File: src/rtl/core/axis_angle_rotation_matrix_macros.svh
// assertion macros for the rotation matrix block
`ifndef AXIS_ANGLE_ROTATION_MATRIX_MACROS_SVH
`define AXIS_ANGLE_ROTATION_MATRIX_MACROS_SVH

`define AARM_ASSERT(lbl, prop, msg) \
  lbl: assert property (@(posedge clk) disable iff (!rst_n) prop) else $error(msg);

`define AARM_ASSERT_RST(lbl, prop, msg) \
  lbl: assert property (@(posedge clk) prop) else $error(msg);

`endif

File: src/rtl/core/aarm_pkg.sv
package aarm_pkg;

  localparam int CW           = 34;
  localparam int STEPS        = 30;
  localparam int TRIG_BITS    = 30;
  localparam int AXW          = 16;
  localparam int PW           = 32;
  localparam int MW           = 66;
  localparam int TW           = 68;
  localparam int QDEPTH       = 4;
  localparam int QAW          = 2;

  localparam logic signed [CW-1:0] GAIN_Q30 = 34'sd652032874;

  typedef logic signed [CW-1:0] cval_t;

  typedef struct packed {
    logic signed [AXW-1:0] ax;
    logic signed [AXW-1:0] ay;
    logic signed [AXW-1:0] az;
    logic signed [CW-1:0]  ang;
    logic                  flip;
    logic signed [PW-1:0]  pxx;
    logic signed [PW-1:0]  pyy;
    logic signed [PW-1:0]  pzz;
    logic signed [PW-1:0]  pxy;
    logic signed [PW-1:0]  pxz;
    logic signed [PW-1:0]  pyz;
  } item_t;

  typedef struct packed {
    logic full;
    logic empty;
    logic pop;
  } qstat_t;

  function automatic cval_t atan_turn(input int i);
    cval_t r;
    unique case (i)
      0:  r = 34'sd536870912;
      1:  r = 34'sd316933406;
      2:  r = 34'sd167458907;
      3:  r = 34'sd85004756;
      4:  r = 34'sd42667331;
      5:  r = 34'sd21354465;
      6:  r = 34'sd10679838;
      7:  r = 34'sd5340245;
      8:  r = 34'sd2670163;
      9:  r = 34'sd1335087;
      10: r = 34'sd667544;
      11: r = 34'sd333772;
      12: r = 34'sd166886;
      13: r = 34'sd83443;
      14: r = 34'sd41722;
      15: r = 34'sd20861;
      16: r = 34'sd10430;
      17: r = 34'sd5215;
      18: r = 34'sd2608;
      19: r = 34'sd1304;
      20: r = 34'sd652;
      21: r = 34'sd326;
      22: r = 34'sd163;
      23: r = 34'sd81;
      24: r = 34'sd41;
      25: r = 34'sd20;
      26: r = 34'sd10;
      27: r = 34'sd5;
      28: r = 34'sd3;
      29: r = 34'sd1;
      default: r = '0;
    endcase
    return r;
  endfunction

endpackage

File: src/rtl/core/aarm_queue.sv
module aarm_queue
  import aarm_pkg::*;
(
  input  logic   clk,
  input  logic   rst_n,
  input  logic   push,
  input  item_t  push_item,
  input  logic   pop,
  output item_t  head,
  output qstat_t stat
);

  item_t          mem [QDEPTH];
  logic [QAW-1:0] wp_r;
  logic [QAW-1:0] rp_r;
  logic [QAW:0]   cnt_r;

  assign head       = mem[rp_r];
  assign stat.full  = (cnt_r == (QAW+1)'(QDEPTH));
  assign stat.empty = (cnt_r == '0);
  assign stat.pop   = pop;

  always_ff @(posedge clk) begin
    if (push) begin
      mem[wp_r] <= push_item;
    end
  end

  always_ff @(posedge clk) begin
    if (!rst_n) begin
      wp_r  <= '0;
      rp_r  <= '0;
      cnt_r <= '0;
    end else begin
      if (push) wp_r <= wp_r + 1'b1;
      if (pop)  rp_r <= rp_r + 1'b1;
      cnt_r <= cnt_r + (QAW+1)'(push) - (QAW+1)'(pop);
    end
  end

endmodule

File: config.mk
export PLATFORM = sky130hd
export DESIGN_NAME = aarm_queue
export DESIGN_NICKNAME = d
export VERILOG_FILES = /design/src/rtl/core/axis_angle_rotation_matrix_macros.svh /design/src/rtl/core/aarm_pkg.sv /design/src/rtl/core/aarm_queue.sv
export SDC_FILE = /design/constraint.sdc
export NUM_CORES = 1
export LEC_CHECK = 0
export CAP_MARGIN = 15
export CORE_ASPECT_RATIO = 2
export CORE_MARGIN = 1
export CORE_UTILIZATION = 40
export DETAILED_ROUTE_END_ITERATION = 10
export DONT_BUFFER_PORTS = 1
export PLACE_DENSITY = 0.53
export SLEW_MARGIN = 20
export SYNTH_ARGS = -nofsm -noshare
export SYNTH_HDL_FRONTEND = slang
export SYNTH_SLANG_ARGS = --single-unit
File: constraint.sdc
create_clock -name clk -period 14 [get_ports clk]
set_input_delay 1.4 -clock clk [delete_from_list [all_inputs] [get_ports clk]]
set_output_delay 1.4 -clock clk [all_outputs]
set_load 0.03 [all_outputs]
Yosys cells after proc, flatten, opt, wreduce, memory -nomap -nowiden
Memories as Yosys holds them, arrays and structs flattened. A register that Yosys moved wholly into a read port is not among the register bits.
Index checks and enable logic that the tools add are counted.
Cells by class
  equal/unequal tests: 1
  mux-type cells: 4
  reduce and logical (&&, ||, !) cells: 1
  add/subtract/negate cells: 4
Operators with widths (number)
  adder 2 x 1 -> 2 bit (second input constant): 2
  2-to-1 mux 2 bit: 2
  adder 3 x 1 -> 3 bit: 1
  equality test 3 bit (second input constant): 1
  zero test 3 bit: 1
  subtractor 3 x 1 -> 3 bit: 1
  2-to-1 mux 1 bit: 2
Storage, ports and cells
  logic and storage cells: 14
  RAM bits: 1100
  register bits after elaboration: 7
  output and inout bits: 278
  input port bits: 279
  memories: 1
Memory list
  mem: words 4, width 275, read ports 1, clocked after Yosys merged registers in 1, wr ports 1, RTL line aarm_queue.sv:13  | item_t mem [QDEPTH];

Longest topological paths before layout
  word-level depth: 3
  mapped depth: 7
  gate-level depth less buffers: 7

Worst setup path before layout
Ideal clock, no wire load.
  path kind: input to register
  from: input push
  to: memory mem[0][0] (netlist name) (enable)
  stages on the path: 1
  path buffers: 0
  setup slack: 5.721 ns
  data arrival time: 7.609 ns
  setup time: 0.670 ns
  required time: 13.330 ns
  path through: and2_1
Between the ends
  cells in the longest elaborated chain, start to end: 2
Ends and longest elaborated chain
  start, declared: RTL line aarm_queue.sv:6  | input logic push,
  2-to-1 mux 1 bit: RTL line aarm_queue.sv:24  | if (push) begin
  2-to-1 mux 1 bit (not written as such): RTL line aarm_queue.sv:25  | mem[wp_r] <= push_item;
  end, declared: RTL line aarm_queue.sv:13
Every way passes these cells.

==> metrics <==
clock latency on the worst-skew pair 0.69 ns; Die Wd between 200 and 250 um; #FFs+latches synth roughly 1.1k; fin crit share 0.363; sequential fraction of the synthesis area 0.826; hold_sp rp_r[0]; drt pass-1 iters 4; first-pass GRT wire length roughly 120,000 um; Pwr Total 7.21 mW; DRT iter0 DRCs about 890; via count between 15k and 20k; ratio of cells with drive above 1 in the final layout 0.276; Worst slew margin 0.167; critical path's slowest cell buf_4; TritonCTS Buffers 97; Clk pin slew, worst setup/hold paths roughly 0.06 ns; most frequent cells in the layout edfxtp_1 (1,100), mux4_2 (275), clkbuf_16 (97); r2r endpoint mem[2][246]; maxcap violations 0; I/O Pins about 560; CP startpoint kind flop; Crit path top cell by count buf_4; initial antenna violation count 2; row count roughly 160; DRC 0; HPWL after DPL approximately 51,000 um; CP Buf/Inv Count 2; worst hold path stage count 2; # hold bufs at CTS 0; delay-heaviest family, CP buffers and inverters; crit-path max cell delay 0.85 ns; Finished Cell Area 44,700 sq um; crit path max fanout 66; largest net degree at the start of global routing 146; CP Cell Sequence buf_4 > buf_4 > mux4_2; crit end category output port; Setup Crit Path Kind flop to output port; Worst Path Arrival approximately 3.7 ns; Post-Syn Area about 40,000 sq um; RSZ-0062 raised after global routing no; Die Height 450 um; Final Hold Vio Count 0; cells resized by post-CTS repair 0; Max Clk Rate 0.197 GHz; setup TNS 0 ns; clock tree sinks ~1.1k; RD Place Congestion about 0.76; Vias/cell 5.27; Cell Pwr Density between 150 and 200 nW/um^2; CTS tree built; fillcell total slightly above 8k; R2R depth 4; maximum VDD drop roughly 130 uV; yosys warns 0; die area just over 100,000 sq um; status completed; Period minus WS final around 5 ns; Synthesized Nets 1,767; vias in the first global route roughly 17k; synth top area cells edfxtp_1 (82%), mux4_2 (15%), buf_6 (0.48%); number of I/O port buffers 0; Initial Util 0.403; H-tree levels 3; Avg WL per Cell ~28 um; Synth Instances ~1.5k; clock skew 0.0108 ns; leak pwr ~13 nW; commonest non-fill, non-tap cell in the layout edfxtp_1; max-slew violation count 0; worst slew pin tran about 1.2 ns; gr usage total 0.165; CORE AREA 99,700 sq um; top cell type's share of synthesized area 0.821; cell taking the most area after synthesis edfxtp_1; Critical Path RT 12.60 ns; Max Buffers Root-to-Sink 3; Congestion Overflow GR 0; final setup violation count 0; Synth Area per Inst ~27 sq um; Yosys cell types 22; Nets between 1.5k and 2k; ANT nets after route 0; layout overhead on the synthesized area 11.2%; Cell Area, Placed a little over 40,000 sq um; clk root buf clkbuf_16; total routed wirelength approximately 83,000 um; Post-CTS Setup Repair Bufs 0; worst hold slack approximately 0.54 ns; r2r setup slk 11.47 ns; Worst Hold Class flop to flop; Crit Reg-Reg Startpoint wp_r[0]
[worst max-delay path by stage]
| stage | end | cells after the start |
|---|---|---|
| global placement | head[27] | 3 |
| finish | head[67] | 3 |
| CTS | head[27] | 3 |
| floorplan | mem[0][0] | 1 |
| global route | head[67] | 3 |
| detailed placement | head[27] | 3 |
[logic make-up (layout without fill, tap and decap cells)]
family | after synthesis | in the layout | synth area share
DFF | 1109 | 1109 | 0.826
muxes | 276 | 276 | 0.154
buffers and inverters | 70 | 211 | 0.0143
and+or+nand+nor | 14 | 14 | 0.00187
adders and majority gates | 7 | 7 | 0.00236
xor gates and xnor gates | 3 | 3 | 0.00103
AOI/OAI and AO/OA | 2 | 2 | 0.000373
other | 0 | 1 | 0
[final cells by class]
cell class                      instances  area, sq um  share of cell area
Tap cell                             1328         1660              0.0372
Clock buffer                          116         2500              0.0559
Inverter                                7         26.3            0.000588
Sequential cell                      1109        33200               0.743
Clock inverter                         64          619              0.0139
Multi-Input combinational cell        302         6440               0.144
Timing Repair Buffer                   24          229             0.00512
Antenna cell                            1         2.50           0.0000560
[registers in the layout (all words and copies together), names as in the netlist, named ones only]
| register | cells |
|---|---|
| wp_r | 2 |
| cnt_r | 3 |
| rp_r | 2 |
| mem | 1100 |
[through the flow]
step	setup slack [ns]	std cells	util
6_report	8.92	2951	0.448
2_1_floorplan	5.72	1481	-
5_1_grt	8.74	2951	0.448
3_5_place_dp	9.16	2769	0.417
4_1_cts	8.35	2949	0.448
3_3_place_gp	9.17	2769	0.417
[routing by layer]
layer	vias to the layer above	GRT usage	part of all wire
li1	6549	-	-
met2	616	0.265	0.49
met5	-	0	0
met4	0	0.0642	0.026
met1	8269	0.174	0.34
met3	115	0.0988	0.15
[synth_stat cells]
master,count
edfxtp_1,1100
buf_12,1
buf_8,11
inv_1,7
dfxtp_1,9
xor3_1,1
buf_4,3
xnor2_1,2
nand3b_1,1
a21bo_2,1
a21oi_1,1
fa_1,1
mux2i_1,1
mux4_2,275
ha_1,6
buf_6,17
and3_1,1
nor2_1,5
clkbuf_1,4
and2_1,6
nor3_1,1
buf_2,27
[report_power, final]
part	switching, mW	leakage [nW]	internal (mW)
clock	1.19	1.52	1.45
combinational	0.501	1.79	0.201
sequential	0.0423	10.2	3.82
[worst min-delay path: stages, from the launching register on]
cell and delay, ns:
dfxtp_1 0.33, nand3b_1 0.09, a21oi_1 0.08
No activity file was read; power rests on OpenSTA's default activity.
