## config.mk

```make
export PLATFORM = sky130hd
export DESIGN_NAME = aarm_front
export DESIGN_NICKNAME = d
export VERILOG_FILES = /design/src/rtl/core/axis_angle_rotation_matrix_macros.svh /design/src/rtl/core/aarm_pkg.sv /design/src/rtl/core/aarm_front.sv
export SDC_FILE = /design/constraint.sdc
export NUM_CORES = 2
export LEC_CHECK = 0
export ABC_AREA = 1
export BUFFER_PORTS_ARGS = -buffer_cell sky130_fd_sc_hd__buf_2
export CAP_MARGIN = 10
export CORE_MARGIN = 2
export CORE_UTILIZATION = 59
export CTS_CLUSTER_SIZE = 28
export DETAILED_ROUTE_END_ITERATION = 8
export GPL_ROUTABILITY_DRIVEN = 0
export PLACE_DENSITY = 0.85
export SKIP_LAST_GASP = 1
export SLEW_MARGIN = 30
export SYNTH_ARGS = -nofsm -noshare
export SYNTH_HDL_FRONTEND = slang
export SYNTH_SLANG_ARGS = --single-unit
```

## constraint.sdc

```tcl
create_clock -name clk -period 14.5 [get_ports clk]
set_input_delay 1.45 -clock clk [delete_from_list [all_inputs] [get_ports clk]]
set_output_delay 1.45 -clock clk [all_outputs]
set_load 0.02 [all_outputs]
```

## src/rtl/core/axis_angle_rotation_matrix_macros.svh

```systemverilog
// assertion macros for the rotation matrix block
`ifndef AXIS_ANGLE_ROTATION_MATRIX_MACROS_SVH
`define AXIS_ANGLE_ROTATION_MATRIX_MACROS_SVH

`define AARM_ASSERT(lbl, prop, msg) \
  lbl: assert property (@(posedge clk) disable iff (!rst_n) prop) else $error(msg);

`define AARM_ASSERT_RST(lbl, prop, msg) \
  lbl: assert property (@(posedge clk) prop) else $error(msg);

`endif

```

## src/rtl/core/aarm_pkg.sv

```systemverilog
package aarm_pkg;

  localparam int CW           = 34;
  localparam int STEPS        = 30;
  localparam int TRIG_BITS    = 30;
  localparam int AXW          = 16;
  localparam int PW           = 32;
  localparam int MW           = 66;
  localparam int TW           = 68;
  localparam int QDEPTH       = 4;
  localparam int QAW          = 2;

  localparam logic signed [CW-1:0] GAIN_Q30 = 34'sd652032874;

  typedef logic signed [CW-1:0] cval_t;

  typedef struct packed {
    logic signed [AXW-1:0] ax;
    logic signed [AXW-1:0] ay;
    logic signed [AXW-1:0] az;
    logic signed [CW-1:0]  ang;
    logic                  flip;
    logic signed [PW-1:0]  pxx;
    logic signed [PW-1:0]  pyy;
    logic signed [PW-1:0]  pzz;
    logic signed [PW-1:0]  pxy;
    logic signed [PW-1:0]  pxz;
    logic signed [PW-1:0]  pyz;
  } item_t;

  typedef struct packed {
    logic full;
    logic empty;
    logic pop;
  } qstat_t;

  function automatic cval_t atan_turn(input int i);
    cval_t r;
    unique case (i)
      0:  r = 34'sd536870912;
      1:  r = 34'sd316933406;
      2:  r = 34'sd167458907;
      3:  r = 34'sd85004756;
      4:  r = 34'sd42667331;
      5:  r = 34'sd21354465;
      6:  r = 34'sd10679838;
      7:  r = 34'sd5340245;
      8:  r = 34'sd2670163;
      9:  r = 34'sd1335087;
      10: r = 34'sd667544;
      11: r = 34'sd333772;
      12: r = 34'sd166886;
      13: r = 34'sd83443;
      14: r = 34'sd41722;
      15: r = 34'sd20861;
      16: r = 34'sd10430;
      17: r = 34'sd5215;
      18: r = 34'sd2608;
      19: r = 34'sd1304;
      20: r = 34'sd652;
      21: r = 34'sd326;
      22: r = 34'sd163;
      23: r = 34'sd81;
      24: r = 34'sd41;
      25: r = 34'sd20;
      26: r = 34'sd10;
      27: r = 34'sd5;
      28: r = 34'sd3;
      29: r = 34'sd1;
      default: r = '0;
    endcase
    return r;
  endfunction

endpackage

```

## src/rtl/core/aarm_front.sv

```systemverilog
module aarm_front
  import aarm_pkg::*;
(
  input  logic        clk,
  input  logic        rst_n,
  input  logic        in_tvalid,
  output logic        in_tready,
  input  logic [63:0] in_tdata,
  output logic        push,
  output item_t       push_item,
  input  logic        q_full
);

  logic  valid_r;
  item_t item_r;
  item_t item_nxt;
  logic signed [AXW-1:0] a;
  logic signed [AXW:0]   ared;
  logic                  flip;

  assign push      = valid_r && !q_full;
  assign in_tready = !valid_r || !q_full;
  assign push_item = item_r;

  always_comb begin
    a = $signed(in_tdata[63:48]);
    flip = 1'b0;
    ared = {a[AXW-1], a};
    if (a > 16'sd16384) begin
      ared = ared - 17'sd32768;
      flip = 1'b1;
    end else if (a < -16'sd16384) begin
      ared = ared + 17'sd32768;
      flip = 1'b1;
    end
    item_nxt.ax   = $signed(in_tdata[15:0]);
    item_nxt.ay   = $signed(in_tdata[31:16]);
    item_nxt.az   = $signed(in_tdata[47:32]);
    item_nxt.ang  = CW'($signed({ared, 16'h0000}));
    item_nxt.flip = flip;
    item_nxt.pxx  = item_nxt.ax * item_nxt.ax;
    item_nxt.pyy  = item_nxt.ay * item_nxt.ay;
    item_nxt.pzz  = item_nxt.az * item_nxt.az;
    item_nxt.pxy  = item_nxt.ax * item_nxt.ay;
    item_nxt.pxz  = item_nxt.ax * item_nxt.az;
    item_nxt.pyz  = item_nxt.ay * item_nxt.az;
  end

  always_ff @(posedge clk) begin
    if (!rst_n) begin
      valid_r <= 1'b0;
    end else if (in_tvalid && in_tready) begin
      valid_r <= 1'b1;
    end else if (push) begin
      valid_r <= 1'b0;
    end
  end

  always_ff @(posedge clk) begin
    if (in_tvalid && in_tready) begin
      item_r <= item_nxt;
    end
  end

endmodule

```

# --- Yosys cells after proc, flatten, opt, wreduce, memory -nomap -nowiden ---
# Index checks and enable logic that the tools add are counted.
word_totals:
  elab_cells: 33
  register_bits: 259
  output_inout_bits: 277
  inputBits: 68
op_classes:
  mux: 5
  mul: 6
  order_cmp: 2
  reduce_logical: 6
  add_sub_neg: 2
ops:
  columns: ["operator", "n"]
  rows:
  - ["multiplier 16 x 16 -> 32 bit", 6]
  - ["two-way mux 17 bit", 2]
  - ["adder 16 x 17 -> 17 bit, second input constant", 1]
  - ["subtractor 16 x 17 -> 17 bit, second input constant", 1]
  - ["greater-than comparator 16 bit, second input constant", 1]
  - ["< comparator 16 x 15 -> 1 bit, second input constant", 1]
  - ["two-way mux 1 bit", 3]
  - ["logical AND 1 bit", 2]
  - ["zero test 1 bit", 2]
  - ["nonzero test 2 bit", 1]
  - ["logical OR 1 bit", 1]

# --- Depth between registers and ports, before layout ---
logic_depth:
  ltp_word: 4
  mapped_depth: 28
  depth_no_buf: 26

# --- Least setup slack after synthesis ---
# OpenSTA, ideal clock, no wires.
synth_path:
  path_type: "input to register"
  startpoint: "in in_tvalid"
  endpoint: "reg item_r, in the netlist push_item[0], enable pin"
  cell_stages: 2
  setup_time_ps: 948
  setup_slack_ps: -19
  n_path_buf: 0
  t_arrival_ps: 13571
  t_required_ps: 13552
  path_cell_list: "inv_1 -> a21oi_1"
synth_between:
  elab_chain_cells: 1
synth_rtl:
  columns: ["element", "line_no", "rtl"]
  rows:
  - ["start, declared", "aarm_front.sv:6", "input logic in_tvalid,"]
  - ["logical AND 1 bit", "aarm_front.sv:60", "if (in_tvalid && in_tready) begin"]
  - ["end signal, assigned", "aarm_front.sv:61", "item_r <= item_nxt;"]
  - ["end, declared", "aarm_front.sv:15", "item_t item_r;"]
# Every way passes these cells.
# A chain may end at the register's enable or synchronous reset.

==> impl_metrics.json <==
{
  "post-cts-setup-buffer-count": 0,
  "post_synth_edffs": 252,
  "critical_path_maximum_fanout": 56,
  "period_share_pct": 50.8,
  "grt_remaining_overflow": 0,
  "final_layout_size_suffix_gt1_share_pct": 5.85,
  "skew_ns": 0.0289,
  "core.rowCount": 125,
  "run_status": "complete, but fails checks",
  "timing_max_transition_violations_final": 0,
  "antenna_cells_inserted": 0,
  "nNetsFinal": 10718,
  "vias": 55539,
  "post-route-drc-count": 3,
  "numPortBuffers": 325,
  "hp-start": "valid_r",
  "routed_wirelength_mm": 182,
  "min_to": "valid_r",
  "setup_tns_ns": 0,
  "dp.final_hpwl_mm": 140,
  "cts_inserted_buffers": 35,
  "yosys-mux-area-fraction_pct": 0,
  "synth.avg_cell_area_um2": 8.19,
  "cts_max_path_buffers": 3,
  "grt_pass1_wl_mm": 302,
  "cts.hold.buffers_added": 0,
  "failed_checks": "DRC",
  "die_w_um": 347,
  "worst_path_class_setup": "in2reg",
  "cts_tree": "done",
  "ys.warnings.count": 0,
  "clkTransAtPathRegs_ns": 0.07,
  "grt_pass1_vias": 60300,
  "setup.reg_to_reg.worst_slack_ns": 11.53,
  "initial_core_util_pct": 59.6,
  "fp.dieH_um": 347,
  "grt_start_max_net_pins": 69,
  "mappedNetlistArea_mm2": 0.0694,
  "grt_use_total_pct": 31.3,
  "r2r_cells": 3,
  "final_hold_viol_count": 0,
  "syn_inst": 8476,
  "postSynth.topFlopCell": "sky130_fd_sc_hd__edfxtp_1",
  "synth_cell_type_count": 40,
  "maxSlewHeadroom_pct": 37.3,
  "antenna_found_initial": 1,
  "routed_wire_length_per_instance_um": 17.8,
  "detail_route.vias_per_cell": 5.45,
  "critPathRequiredTime_ns": 14.86,
  "insertion_delay_ns": 0.63,
  "worst_pin_slew_ns": 0.940,
  "critical_path_arrival_ns": 7.72,
  "synth-seq-area-share_pct": 10.9,
  "coreArea_mm2": 0.117,
  "number_of_gates_given_a_new_drive_strength_after_cts": 0,
  "io_pins": 345,
  "yosys_register_bits": 253,
  "start_kind": "primary input",
  "clock_tree.root_cell": "sky130_fd_sc_hd__clkbuf_16",
  "rr_endpoint": "push_item[135]",
  "fmax_mhz": 136,
  "synth_simple_gate_area_share_pct": 16.4,
  "ys_async_rst_share_pct": 0,
  "synth-adder-area-share_pct": 52.3,
  "ant_nets": 0,
  "worstSetupEndpointType": "flip-flop",
  "synth_top_family_by_area": "adder cells",
  "fin_crit_ns": 7.36,
  "setup_viol_count_final": 0,
  "cts_htree_levels": 2,
  "detailedRoute.firstPassIterationCount": 9,
  "critical_path.reg2reg.startpoint": "valid_r",
  "cts_num_sinks": 253,
  "timing.hold.worst_path_depth": 2,
  "unrepaired_setup_endpoints_after_global_routing": "false",
  "post_synth_xor_area_fraction_pct": 1.93,
  "maxCapViolCount": 0,
  "share_of_the_synthesized_area_in_compound_gates_ao_oa_aoi_oai_pct": 2.23,
  "first_iter_violations": 5497,
  "area.growth.synth_to_final_pct": 5.90,
  "hp-class": "reg2reg",
  "die-area_mm2": 0.120
}
==> registers in the layout, summed over array words and instances, names as in the netlist <==
name and cells:
valid_r 1, push_item 252
==> cells by family after synthesis <==
kind of cell | after synthesis
AO/OA/AOI/OAI | 269
XOR/XNOR | 153
adder cells (fa/ha/maj) | 2009
buffers and inverters | 2976
flip-flops | 253
other | 1
AND/OR/NAND/NOR | 2815
==> cells in the mapped netlist, drive strengths merged (6+ instances only) <==
| cell type | instances | area [um^2] |
|---|---|---|
| inv | 2706 | 10200 |
| ha | 522 | 6530 |
| nand3b | 17 | 128 |
| clkbuf | 139 | 522 |
| fa | 1487 | 29800 |
| a31o | 6 | 52.6 |
| nor3 | 55 | 300 |
| nand4 | 71 | 444 |
| edfxtp | 252 | 7570 |
| buf | 130 | 579 |
| nor2 | 316 | 1250 |
| a21oi | 151 | 767 |
| xor2 | 130 | 1140 |
| and2 | 6 | 37.5 |
| or2 | 9 | 56.3 |
| xnor2 | 23 | 201 |
| nand2 | 2112 | 7970 |
| nand3 | 224 | 1160 |
| o21ai | 45 | 225 |
| o21bai | 49 | 368 |
| a21o | 11 | 82.6 |
==> layout make-up <==
cell class	count	area (um^2)
Fill cell	9085	43000
Clock buffer	42	923
Timing Repair Buffer	379	2050
Inverter	2707	10200
Multi-Input combinational cell	5265	50600
Clock inverter	19	236
Sequential cell	253	7590
Tap cell	1524	1910
==> through the flow <==
| stage | setup slack, ns | instance area (um^2) | util, % | cells | hold slack (ns) |
|---|---|---|---|---|---|
| 4_1_cts | 7.32 | 73500 | 63.1 | 10188 | 0.548 |
| 3_5_place_dp | 6.70 | 72300 | 62.1 | 10127 | 0.539 |
| 5_1_grt | 6.82 | 73500 | 63.1 | 10189 | 0.613 |
| 3_3_place_gp | 6.82 | 72300 | 62.1 | 10127 | 0.515 |
| 6_report | 7.14 | 73500 | 63.1 | 10189 | 0.547 |
| 2_1_floorplan | 5.69 | 69500 | - | 8494 | 0.638 |
==> metal layers <==
metal / vias up / share of wire, % / track usage, %
met5: - / 0.0061 / 0
met4: 2 / 5.1 / 13.9
met3: 714 / 11 / 6.79
met2: 3333 / 48 / 52.4
met1: 27102 / 36 / 39.2
li1: 24388 / - / -
==> cells in the final DEF, fill, tap and decap left out, types with 17 or more instances in the layout <==
cell type	instances
sky130_fd_sc_hd__inv_1	2701
sky130_fd_sc_hd__fa_1	1487
sky130_fd_sc_hd__o21ai_0	39
sky130_fd_sc_hd__a21oi_1	147
sky130_fd_sc_hd__o21bai_1	49
sky130_fd_sc_hd__nor3_1	50
sky130_fd_sc_hd__nand3b_1	17
sky130_fd_sc_hd__buf_2	325
sky130_fd_sc_hd__ha_1	522
sky130_fd_sc_hd__xnor2_1	23
sky130_fd_sc_hd__xor2_1	130
sky130_fd_sc_hd__nand4_1	71
sky130_fd_sc_hd__nor2_2	21
sky130_fd_sc_hd__nor2_1	293
sky130_fd_sc_hd__nand2_1	2097
sky130_fd_sc_hd__buf_4	53
sky130_fd_sc_hd__nand3_1	216
sky130_fd_sc_hd__clkbuf_16	36
sky130_fd_sc_hd__conb_1	19
sky130_fd_sc_hd__edfxtp_1	252
==> worst max-delay path by stage <==
stage / start / endpoint / slack, ns / cells past startpoint
after floorplan: in_tvalid / push_item[0] / 5.69 / 2
after global placement: in_tdata[15] / push_item[190] / 6.82 / 23
after detailed placement: in_tdata[15] / push_item[187] / 6.70 / 22
after CTS: in_tdata[20] / push_item[87] / 7.32 / 18
after global routing: in_tdata[20] / push_item[92] / 6.82 / 20
final: in_tdata[15] / push_item[187] / 7.14 / 22
==> worst max-delay path, stage by stage <==
cell                       delay (ns)
sky130_fd_sc_hd__buf_2           0.08
sky130_fd_sc_hd__buf_4           0.68
sky130_fd_sc_hd__clkinv_1        0.73
sky130_fd_sc_hd__nor2_1          0.35
sky130_fd_sc_hd__xnor2_1         0.11
sky130_fd_sc_hd__ha_1            0.21
sky130_fd_sc_hd__a31o_2          0.22
sky130_fd_sc_hd__fa_1            0.48
sky130_fd_sc_hd__fa_1            0.53
sky130_fd_sc_hd__fa_1            0.43
sky130_fd_sc_hd__fa_1            0.50
sky130_fd_sc_hd__inv_1           0.06
sky130_fd_sc_hd__fa_1            0.47
sky130_fd_sc_hd__inv_1           0.04
sky130_fd_sc_hd__ha_1            0.39
sky130_fd_sc_hd__nand2_1         0.10
sky130_fd_sc_hd__inv_1           0.08
sky130_fd_sc_hd__nand2_1         0.11
sky130_fd_sc_hd__nor3_1          0.29
sky130_fd_sc_hd__nand3_1         0.17
sky130_fd_sc_hd__nand4_1         0.10
sky130_fd_sc_hd__nand2_1         0.07
Power is not shown: default switching activity piles up to over one toggle a cycle in this logic, so the estimate is an artifact.
